[src/hdl/rfte_pkg.sv]
`default_nettype none

package rfte_pkg;

	localparam int unsigned RECORD_COUNT_DEF = 12;

	localparam int unsigned FRAC_BITS = 16;
	localparam int unsigned QUOT_BITS = 31;
	localparam int unsigned CHANNELS  = 4;

	typedef enum logic [2:0] {
		ST_IDLE,
		ST_SCAN,
		ST_CHECK,
		ST_DIV,
		ST_MUL,
		ST_EMIT
	} fsm_state_t;

	typedef struct packed {
		logic [31:0] handle;
		logic [31:0] end_rgba;
		logic [31:0] begin_rgba;
		logic [14:0] remaining;
		logic [14:0] duration;
	} slot_entry_t;

endpackage

`default_nettype wire

[src/hdl/rgba_fade_table_engine.sv]
`default_nettype none

// Channel   Direction  Handshake               Payload
// request   in         in_valid / in_stall     func, slot, handle, colours, counts
// result    out        out_valid / out_stall   out_handle, red..alpha, flags, last
//
// A load request writes its slot as it is accepted. A tick request scans the slots in
// order: a free slot is skipped, an expiring slot is read, checked and emitted, and a
// fading slot also passes the 31 steps of the shared restoring divider (skipped when its
// duration is zero) and four passes of one multiplier. The request side stalls meanwhile.
// Reset clears the active flags of all slots; the slot memory itself is not cleared.
// A stalled result holds the sequencer in its emit step until the register is free.

module rgba_fade_table_engine #(
	parameter int unsigned RECORD_COUNT = rfte_pkg::RECORD_COUNT_DEF
) (
	input  wire logic               clk,
	input  wire logic               arst_n,
	input  wire logic               in_valid,
	output logic                    in_stall,
	input  wire logic               func,
	input  wire logic        [3:0]  slot,
	input  wire logic signed [31:0] handle,
	input  wire logic        [31:0] end_rgba,
	input  wire logic        [31:0] begin_rgba,
	input  wire logic        [14:0] remaining,
	input  wire logic        [14:0] duration,
	input  wire logic        [14:0] tick_amount,
	output logic                    out_valid,
	input  wire logic               out_stall,
	output logic signed [31:0]      out_handle,
	output logic        [7:0]       red,
	output logic        [7:0]       green,
	output logic        [7:0]       blue,
	output logic        [7:0]       alpha,
	output logic                    by_address,
	output logic                    expired,
	output logic                    last
);
	import rfte_pkg::*;

	localparam int unsigned IDX_W  = (RECORD_COUNT > 1) ? $clog2(RECORD_COUNT) : 1;
	localparam int unsigned SLOT_W = (IDX_W > 4) ? IDX_W : 4;
	localparam logic [IDX_W-1:0] LAST_IDX = IDX_W'(RECORD_COUNT - 1);

	fsm_state_t state_q, state_d;

	slot_entry_t mem [RECORD_COUNT];
	slot_entry_t rd_q;
	slot_entry_t mem_wdata;
	logic [IDX_W-1:0] mem_waddr;
	logic mem_we;
	logic mem_re;

	logic [RECORD_COUNT-1:0] active_q;
	logic [IDX_W-1:0] idx_q;
	logic [14:0] amount_q;
	logic [14:0] div_rem_q;
	logic [QUOT_BITS-1:0] quot_q;
	logic [4:0] div_cnt_q;
	logic [1:0] ch_q;
	logic [31:0] col_q;
	logic expire_q;

	logic out_valid_q;
	logic [31:0] out_handle_q;
	logic [31:0] out_col_q;
	logic out_by_addr_q;
	logic out_expired_q;
	logic out_last_q;

	logic in_accept;
	logic out_free;
	logic [SLOT_W-1:0] slot_ext;
	logic load_ok;
	logic do_expire;
	logic [14:0] nrem;
	logic [15:0] div_trial;
	logic div_ge;
	logic [14:0] div_r;
	logic [7:0] e_byte;
	logic [7:0] b_byte;
	logic [8:0] diff9;
	logic [23:0] diff24;
	logic [23:0] prod;
	logic [7:0] chan;
	logic more_active;

	assign in_stall  = (state_q != ST_IDLE);
	assign in_accept = in_valid && !in_stall;
	assign out_free  = !out_valid_q || !out_stall;

	assign slot_ext = SLOT_W'(slot);
	assign load_ok  = (32'(slot) < RECORD_COUNT);

	assign do_expire = (amount_q >= rd_q.remaining);
	assign nrem      = rd_q.remaining - amount_q;

	assign div_trial = {div_rem_q, quot_q[QUOT_BITS-1]};
	assign div_ge    = (div_trial >= {1'b0, rd_q.duration});
	assign div_r     = div_ge ? 15'(div_trial - {1'b0, rd_q.duration}) : div_trial[14:0];

	assign e_byte = 8'(rd_q.end_rgba >> {~ch_q, 3'b000});
	assign b_byte = 8'(rd_q.begin_rgba >> {~ch_q, 3'b000});
	assign diff9  = {1'b0, b_byte} - {1'b0, e_byte};
	assign diff24 = {{15{diff9[8]}}, diff9};
	assign prod   = diff24 * quot_q[23:0];
	assign chan   = e_byte + prod[23:16];

	always_comb begin
		more_active = 1'b0;
		for (int i = 0; i < RECORD_COUNT; i++) begin
			if (active_q[i] && (i > 32'(idx_q))) begin
				more_active = 1'b1;
			end
		end
	end

	always_comb begin
		mem_we    = 1'b0;
		mem_waddr = idx_q;
		mem_wdata = rd_q;
		mem_re    = 1'b0;
		state_d   = state_q;
		unique case (state_q)
			ST_IDLE: begin
				mem_waddr = slot_ext[IDX_W-1:0];
				mem_wdata.handle     = handle;
				mem_wdata.end_rgba   = end_rgba;
				mem_wdata.begin_rgba = begin_rgba;
				mem_wdata.remaining  = remaining;
				mem_wdata.duration   = duration;
				if (in_accept && !func) begin
					mem_we = load_ok;
				end
				if (in_accept && func) begin
					state_d = ST_SCAN;
				end
			end
			ST_SCAN: begin
				if (active_q[idx_q]) begin
					mem_re  = 1'b1;
					state_d = ST_CHECK;
				end else if (idx_q == LAST_IDX) begin
					state_d = ST_IDLE;
				end
			end
			ST_CHECK: begin
				mem_wdata.remaining = nrem;
				mem_we = !do_expire;
				if (do_expire) begin
					state_d = ST_EMIT;
				end else if (rd_q.duration == '0) begin
					state_d = ST_MUL;
				end else begin
					state_d = ST_DIV;
				end
			end
			ST_DIV: begin
				if (div_cnt_q == 5'(QUOT_BITS - 1)) begin
					state_d = ST_MUL;
				end
			end
			ST_MUL: begin
				if (ch_q == 2'(CHANNELS - 1)) begin
					state_d = ST_EMIT;
				end
			end
			ST_EMIT: begin
				if (out_free) begin
					state_d = (idx_q == LAST_IDX) ? ST_IDLE : ST_SCAN;
				end
			end
			default: begin
				state_d = ST_IDLE;
			end
		endcase
	end

	always_ff @(posedge clk or negedge arst_n) begin
		if (!arst_n) begin
			state_q <= ST_IDLE;
		end else begin
			state_q <= state_d;
		end
	end

	always_ff @(posedge clk) begin
		if (mem_we) begin
			mem[mem_waddr] <= mem_wdata;
		end
		if (mem_re) begin
			rd_q <= mem[idx_q];
		end
	end

	always_ff @(posedge clk or negedge arst_n) begin
		if (!arst_n) begin
			active_q <= '0;
			idx_q    <= '0;
		end else begin
			if (state_q == ST_IDLE && in_accept && !func && load_ok) begin
				active_q[slot_ext[IDX_W-1:0]] <= (handle != '0);
			end
			if (state_q == ST_CHECK && do_expire) begin
				active_q[idx_q] <= 1'b0;
			end
			if (state_q == ST_IDLE) begin
				idx_q <= '0;
			end else if (state_q == ST_SCAN && !active_q[idx_q] && idx_q != LAST_IDX) begin
				idx_q <= idx_q + 1'b1;
			end else if (state_q == ST_EMIT && out_free && idx_q != LAST_IDX) begin
				idx_q <= idx_q + 1'b1;
			end
		end
	end

	always_ff @(posedge clk) begin
		if (in_accept) begin
			amount_q <= tick_amount;
		end
		unique case (state_q)
			ST_CHECK: begin
				expire_q  <= do_expire;
				col_q     <= rd_q.end_rgba;
				div_rem_q <= '0;
				div_cnt_q <= '0;
				ch_q      <= '0;
				quot_q    <= (rd_q.duration == '0) ? '0 : {nrem, {FRAC_BITS{1'b0}}};
			end
			ST_DIV: begin
				div_rem_q <= div_r;
				quot_q    <= {quot_q[QUOT_BITS-2:0], div_ge};
				div_cnt_q <= div_cnt_q + 1'b1;
			end
			ST_MUL: begin
				col_q <= {col_q[23:0], chan};
				ch_q  <= ch_q + 1'b1;
			end
			default: begin
			end
		endcase
	end

	always_ff @(posedge clk or negedge arst_n) begin
		if (!arst_n) begin
			out_valid_q <= 1'b0;
		end else if (state_q == ST_EMIT && out_free) begin
			out_valid_q <= 1'b1;
		end else if (!out_stall) begin
			out_valid_q <= 1'b0;
		end
	end

	always_ff @(posedge clk) begin
		if (state_q == ST_EMIT && out_free) begin
			out_handle_q  <= rd_q.handle;
			out_col_q     <= col_q;
			out_by_addr_q <= !rd_q.handle[31];
			out_expired_q <= expire_q;
			out_last_q    <= !more_active;
		end
	end

	assign out_valid  = out_valid_q;
	assign out_handle = out_handle_q;
	assign red        = out_col_q[31:24];
	assign green      = out_col_q[23:16];
	assign blue       = out_col_q[15:8];
	assign alpha      = out_col_q[7:0];
	assign by_address = out_by_addr_q;
	assign expired    = out_expired_q;
	assign last       = out_last_q;

endmodule

`default_nettype wire
[config.mk]
export PLATFORM = sky130hd
export DESIGN_NAME = rgba_fade_table_engine
export DESIGN_NICKNAME = d
export VERILOG_FILES = /design/src/hdl/rfte_pkg.sv /design/src/hdl/rgba_fade_table_engine.sv
export SDC_FILE = /design/constraint.sdc
export NUM_CORES = 2
export LEC_CHECK = 0
export ABC_AREA = 1
export BUFFER_PORTS_ARGS = -buffer_cell sky130_fd_sc_hd__buf_2
export CORE_ASPECT_RATIO = 0.8
export CORE_UTILIZATION = 35
export DETAILED_ROUTE_END_ITERATION = 8
export GPL_ROUTABILITY_DRIVEN = 0
export GPL_TIMING_DRIVEN = 0
export SLEW_MARGIN = 20
export SYNTH_ARGS = -nofsm -noshare
export SYNTH_HDL_FRONTEND = slang
export SYNTH_SLANG_ARGS = --single-unit
[constraint.sdc]
create_clock -name clk -period 12.32 [get_ports clk]
set_input_delay 2.464 -clock clk [delete_from_list [all_inputs] [get_ports clk]]
set_output_delay 2.464 -clock clk [all_outputs]
set_load 0.05 [all_outputs]
* Yosys cells after proc, flatten, opt, wreduce, memory -nomap -nowiden *
Memory sizes are Yosys's and may differ from the RTL's. A register that Yosys moved wholly into a read port is not among the register bits.
Index checks and enable logic that the tools add are counted.
W data, S select, Z words.

storage, ports and cells
  word-level logic and storage cells = 156
  memories kept = 1
  bits in registers = 188
  memory bits (writable) = 1512
  input bits = 150

cells by class
  shifts and indexed selects = 2
  magnitude comparators = 18
  reduce and logical (&&, ||, !) cells = 41
  mux-type cells = 52
  multiply operators = 1
  equal/unequal tests = 15
  bitwise gates (word level) = 3
  add/subtract/negate cells = 7

memories
  name  words  bits a word  rd ports  clocked after Yosys merged registers in  wr ports  RTL line                      text
  mem   12     126          1         1                                        1         rgba_fade_table_engine.sv:48  slot_entry_t mem [RECORD_COUNT];

operators with widths
  cell                  count
  $mux W96              1
  $pmux W32 S2          1
  $shr A32 B5 Y8        2
  $pmux W31 S2          1
  $pmux W15 S2          2
  $reduce_bool A32 Y1   1
  $mux W31              1
  $mux W15              2
  $sub A15 B15 Y15      2
  $logic_and A1 B1 Y1   24
  $mul A9 B24 Y24       1
  $mux W12              2
  $mux W3               8
  $mux W1               22
  $pmux W3 S6           1
  $ge A16 B15 Y1        1
  $gt A3 B4 Y1 const A  4
  $gt A4 B4 Y1 const A  4
  $mux W4               4
  $ge A15 B15 Y1        1
  $logic_not A15 Y1     1
  $and A12 B12 Y12      1
  $bwmux W12            1
  $not A12 Y12          1
  32 further kinds      50

* Depth between registers and ports, before layout *
  depth after elaboration = 14
  gate-level depth with buffers = 50
  gate-level depth less buffers = 50

* Worst setup path after synthesis *
OpenSTA, ideal clock, no wires.

  kind = reg2reg
  start point = reg state_q[2]
  end point = mem mem[0][0] (netlist name), enable pin
  required time = 11666 ps
  data arrival time = 9797 ps
  stages on the path, launching flop included = 7
  path slack = 1869 ps
  path buffers = 1
  cells stage by stage = dfrtp_1 -> nor2_1 -> nand2_1 -> clkinv_1 -> nand3_2 -> buf_2 -> a21oi_1

between the ends
  longest elaborated chain between the ends = 8
  elaborated cells on any way between the ends = 11
  classes of those cells = eq/ne: 1; mux: 5; reduce/logical: 5

ends and longest elaborated chain
  item                           RTL line                       text
  start: declaration             rgba_fade_table_engine.sv:46   fsm_state_t state_q, state_d;
  start signal: assignment       rgba_fade_table_engine.sv:184  state_q <= state_d;
  $reduce_bool A3 Y1             rgba_fade_table_engine.sv:89   assign in_stall = (state_q != ST_IDLE);
  $logic_not A1 Y1               rgba_fade_table_engine.sv:90   assign in_accept = in_valid && !in_stall;
  $logic_and A1 B1 Y1            rgba_fade_table_engine.sv:90
  $logic_and A1 B1 Y1            rgba_fade_table_engine.sv:133  if (in_accept && !func) begin
  $mux W1                        rgba_fade_table_engine.sv:133
  $pmux W1 S2                    rgba_fade_table_engine.sv:125  unique case (state_q)
  $mux W1                        rgba_fade_table_engine.sv:189  if (mem_we) begin
  $mux W1 (implied by the code)  rgba_fade_table_engine.sv:190  mem[mem_waddr] <= mem_wdata;
  end: declaration               rgba_fade_table_engine.sv:48

Several ways; a longest one is shown, not always the timed one.

* Worst setup path in the final report *
  start point = reg ch_q[1]
  end point = reg col_q[7], data pin

between the ends
  longest elaborated chain between the ends = 6
  elaborated cells on any way between the ends = 7
  classes of those cells = add/sub: 2; mul: 1; shift: 2; mux: 1; bitwise: 1

ends and longest elaborated chain
  item                                      RTL line                                                      text
  start: declaration                        rgba_fade_table_engine.sv:61                                  logic [1:0] ch_q;
  start signal: assignment                  rgba_fade_table_engine.sv:238                                 ch_q <= ch_q + 1'b1;
  $not A2 Y2 *                              rgba_fade_table_engine.sv:103, rgba_fade_table_engine.sv:104
  $shr A32 B5 Y8, on equally long branches  rgba_fade_table_engine.sv:104, rgba_fade_table_engine.sv:103
  $sub A8 B8 Y9                             rgba_fade_table_engine.sv:105                                 assign diff9 = {1'b0, b_byte} - {1'b0, e_byte};
  $mul A9 B24 Y24                           rgba_fade_table_engine.sv:107                                 assign prod = diff24 * quot_q[23:0];
  $add A8 B8 Y8 *                           rgba_fade_table_engine.sv:108                                 assign chan = e_byte + prod[23:16];
  $pmux W32 S2 *                            rgba_fade_table_engine.sv:222                                 unique case (state_q)
  end signal: assignment                    rgba_fade_table_engine.sv:225                                 col_q <= rd_q.end_rgba;
  end signal: assignment                    rgba_fade_table_engine.sv:237                                 col_q <= {col_q[23:0], chan};
  end: declaration                          rgba_fade_table_engine.sv:62                                  logic [31:0] col_q;

Every way passes the cells marked *; elsewhere a longest branch is shown, timed or not.
A chain may end at the register's enable or synchronous reset.

==> impl_results.md <==
* Setup-failing EPs final at 0
* Area Growth Syn to Fin at 18.3%
* TritonCTS buffer count at 184
* DR iter-0 viols at 8180
* Multi-input logic area at 0.0212 mm^2
* Setup_tns at 0 ns
* First-pass GRT wire length at 380000 um
* Critical Path Most Common Cell: nand2_1
* Number of flops mapped to enable cells by yosys at 1806
* Worst EP arrival at 11.05 ns
* Worst Setup End Kind: flop
* Slowest CP cell: edfxtp_1
* Hold Crit Depth at 0
* Crit Path Max Fanout at 11
* Max Cap Viol at 0
* Post_cts resized at 0
* Worst skew pair latency at 0.89 ns
* Register area at 0.0547 mm^2
* Clk buf depth at 3
* Most frequent cells in the layout: edfxtp_1 (1806), nor2_1 (1081), o21ai_0 (845), nand2_1 (761), buf_2 (292)
* Commonest non-fill, non-tap cell in the layout: edfxtp_1
* Register area share after synthesis at 0.699
* Total core area at 0.221 mm^2
* Share of cells above drive strength 1 at 0.106
* Die span in x at 531 um
* Yosys warns at 0
* Initial antenna violation count at 19
* Min Hold Slack at 0.419 ns
* Via count at 55300
* Hold Vio Cnt, Final at 0
* Clock root buffer: clkbuf_16
* Port Buffer Count at 218
* Min cycle time layout at 10.49 ns
* CTS tree: yes
* Tcrit/Tclk final at 0.852
* Syn nets at 6647
* Yosys cell types at 59
* Fillers at 20300
* Die ar. at 0.225 mm^2
* Slowest Stage Delay on Critical Path at 0.67 ns
* Synthesized area per cell at 12.5 um^2
* H-tree depth at 4
* CTS Sinks at 1826
* Fin cells at 9927
* Synth Flop Type: edfxtp_1
* WS Path Type: reg -> reg
* DR WL/cell at 27.1 um
* Chip height at 425 um
* Detailed Place HPWL at 191000 um
* RSZ-0062 raised after global routing: false
* Syn Inst Count at 6273
* Via density at 5.57
* First-pass DRT Iterations at 7
* Io pins at 219
* Critical Path RT at 12.88 ns
* Worst-path clk slew at 0.07 ns
* Share of the core filled with cells at 0.419
* Skew final at 0.0933 ns
* Routed WL at 269000 um
* Vias in the first global route at 52100
* Cells on worst reg2reg path at 43
* Outcome: finished, final reports clean
* Hold Crit Class: reg -> reg
* Worst setup SP type: flop
* GR Util All Layers at 0.235
* Synth async-reset ratio at 0.0110
* Least-Margin Pin Slew at 1.25 ns
* Post-CTS setup buffer count at 0
* Largest net degree at the start of global routing at 46
* Highest clock rate at 95.3 MHz
* Final-report max-slew violation count at 0
* NumNets Final at 7177
* DP Cell Count at 9580
* CTS Hold Bufs at 0
* Initial Utilization at 0.354
* Max-Slew Margin vs Limit at 0.167
* Seq cells post-synth at 1826
* Remaining DRCs at 0
* Placement row count at 154
* GR Overflow Total at 0
* Mapped Area at 0.0783 mm^2
* Antenna-violating nets left at 0
## final timing paths
kind                            from        endpoint  slack, ns
max reg2reg                  ch_q[1]        col_q[7]       1.83
min reg2reg                rd_q[118]  out_handle[24]       0.42
min                        rd_q[118]  out_handle[24]       0.42
max                          ch_q[1]        col_q[7]       1.83
min in group asynchronous     arst_n        idx_q[0]       1.60
max in group asynchronous     arst_n      state_q[1]      10.26
## cell usage after synthesis (all sizes together), types with 8 or more instances
| master | n | area [um^2] |
|---|---|---|
| a21oi | 119 | 599 |
| a41oi | 115 | 1010 |
| buf | 102 | 494 |
| clkbuf | 265 | 995 |
| dfrtp | 20 | 500 |
| edfxtp | 1806 | 54200 |
| fa | 127 | 2540 |
| ha | 97 | 1210 |
| inv | 282 | 1060 |
| nand2 | 770 | 2930 |
| nand3 | 43 | 225 |
| nand4 | 10 | 62.6 |
| nor2 | 1085 | 4080 |
| nor3 | 16 | 96.4 |
| nor4 | 12 | 75.1 |
| o21a | 115 | 863 |
| o21ai | 887 | 4440 |
| o21bai | 13 | 124 |
| o221ai | 8 | 76.3 |
| o22ai | 273 | 1710 |
| o32ai | 11 | 96.3 |
| xnor2 | 14 | 123 |
| xor2 | 28 | 264 |
## per-stage QoR
stage	setup WS [ns]	cell area, um^2
2_1_floorplan	1.87	78300
5_1_grt	1.30	92600
3_3_place_gp	-8.25	83100
4_1_cts	2.07	92500
3_5_place_dp	2.14	86500
6_report	1.83	92600
## cell families (layout without fill, tap and decap cells)
group                    Yosys count  count (layout)  synth area share
XOR/XNOR                          44              44           0.00555
AO/OA/AOI/OAI                   1584            1584             0.118
AND/OR/NAND/NOR                 1945            1945            0.0962
flip-flops                      1826            1826             0.699
adder cells (fa/ha/maj)          224             224            0.0480
other                              0              13                 0
buffers and inverters            650            1327            0.0326
## sequential cells by signal, summed over array words and instances (netlist names)
name	cells
out_col_q	32
div_rem_q	15
div_cnt_q	5
ch_q	2
by_address	1
amount_q	15
rd_q	126
expire_q	1
out_handle	32
idx_q	4
quot_q	31
active_q	12
state_q	3
last	1
out_valid	1
col_q	32
mem	1512
expired	1
## critical path, delay by kind of cell (launching register included)
| kind | cells | cell delay [ns] |
|---|---|---|
| buf+inv | 9 | 2.13 |
| compound gates | 9 | 2.25 |
| simple gates | 16 | 1.53 |
| fa+ha+maj | 8 | 3.44 |
| flops | 1 | 0.67 |
| xor+xnor | 1 | 0.19 |
## layer usage
metal / part of all wire / GRT usage / up-vias / routed length [um]
met5: 0.00022 / 0 / - / 59
met4: 0.038 / 0.0862 / 10 / 10200
met3: 0.12 / 0.0591 / 480 / 33300
met2: 0.43 / 0.342 / 3478 / 115000
met1: 0.41 / 0.339 / 27600 / 111000
li1: - / - / 23800 / -
## cell type report
type / instances / area share
antenna: 13 / 0.000351
buffer: 367 / 0.0163
clock buffer: 228 / 0.0517
clock inverter: 105 / 0.0131
inverter: 283 / 0.0116
multi-input combinational: 3797 / 0.229
sequential: 1826 / 0.591
tap: 2964 / 0.0401
timing repair buffer: 344 / 0.0472
Power is left out: the tool's default activity adds up to more than one toggle a clock period on the data nets, which glitch-free logic cannot reach.
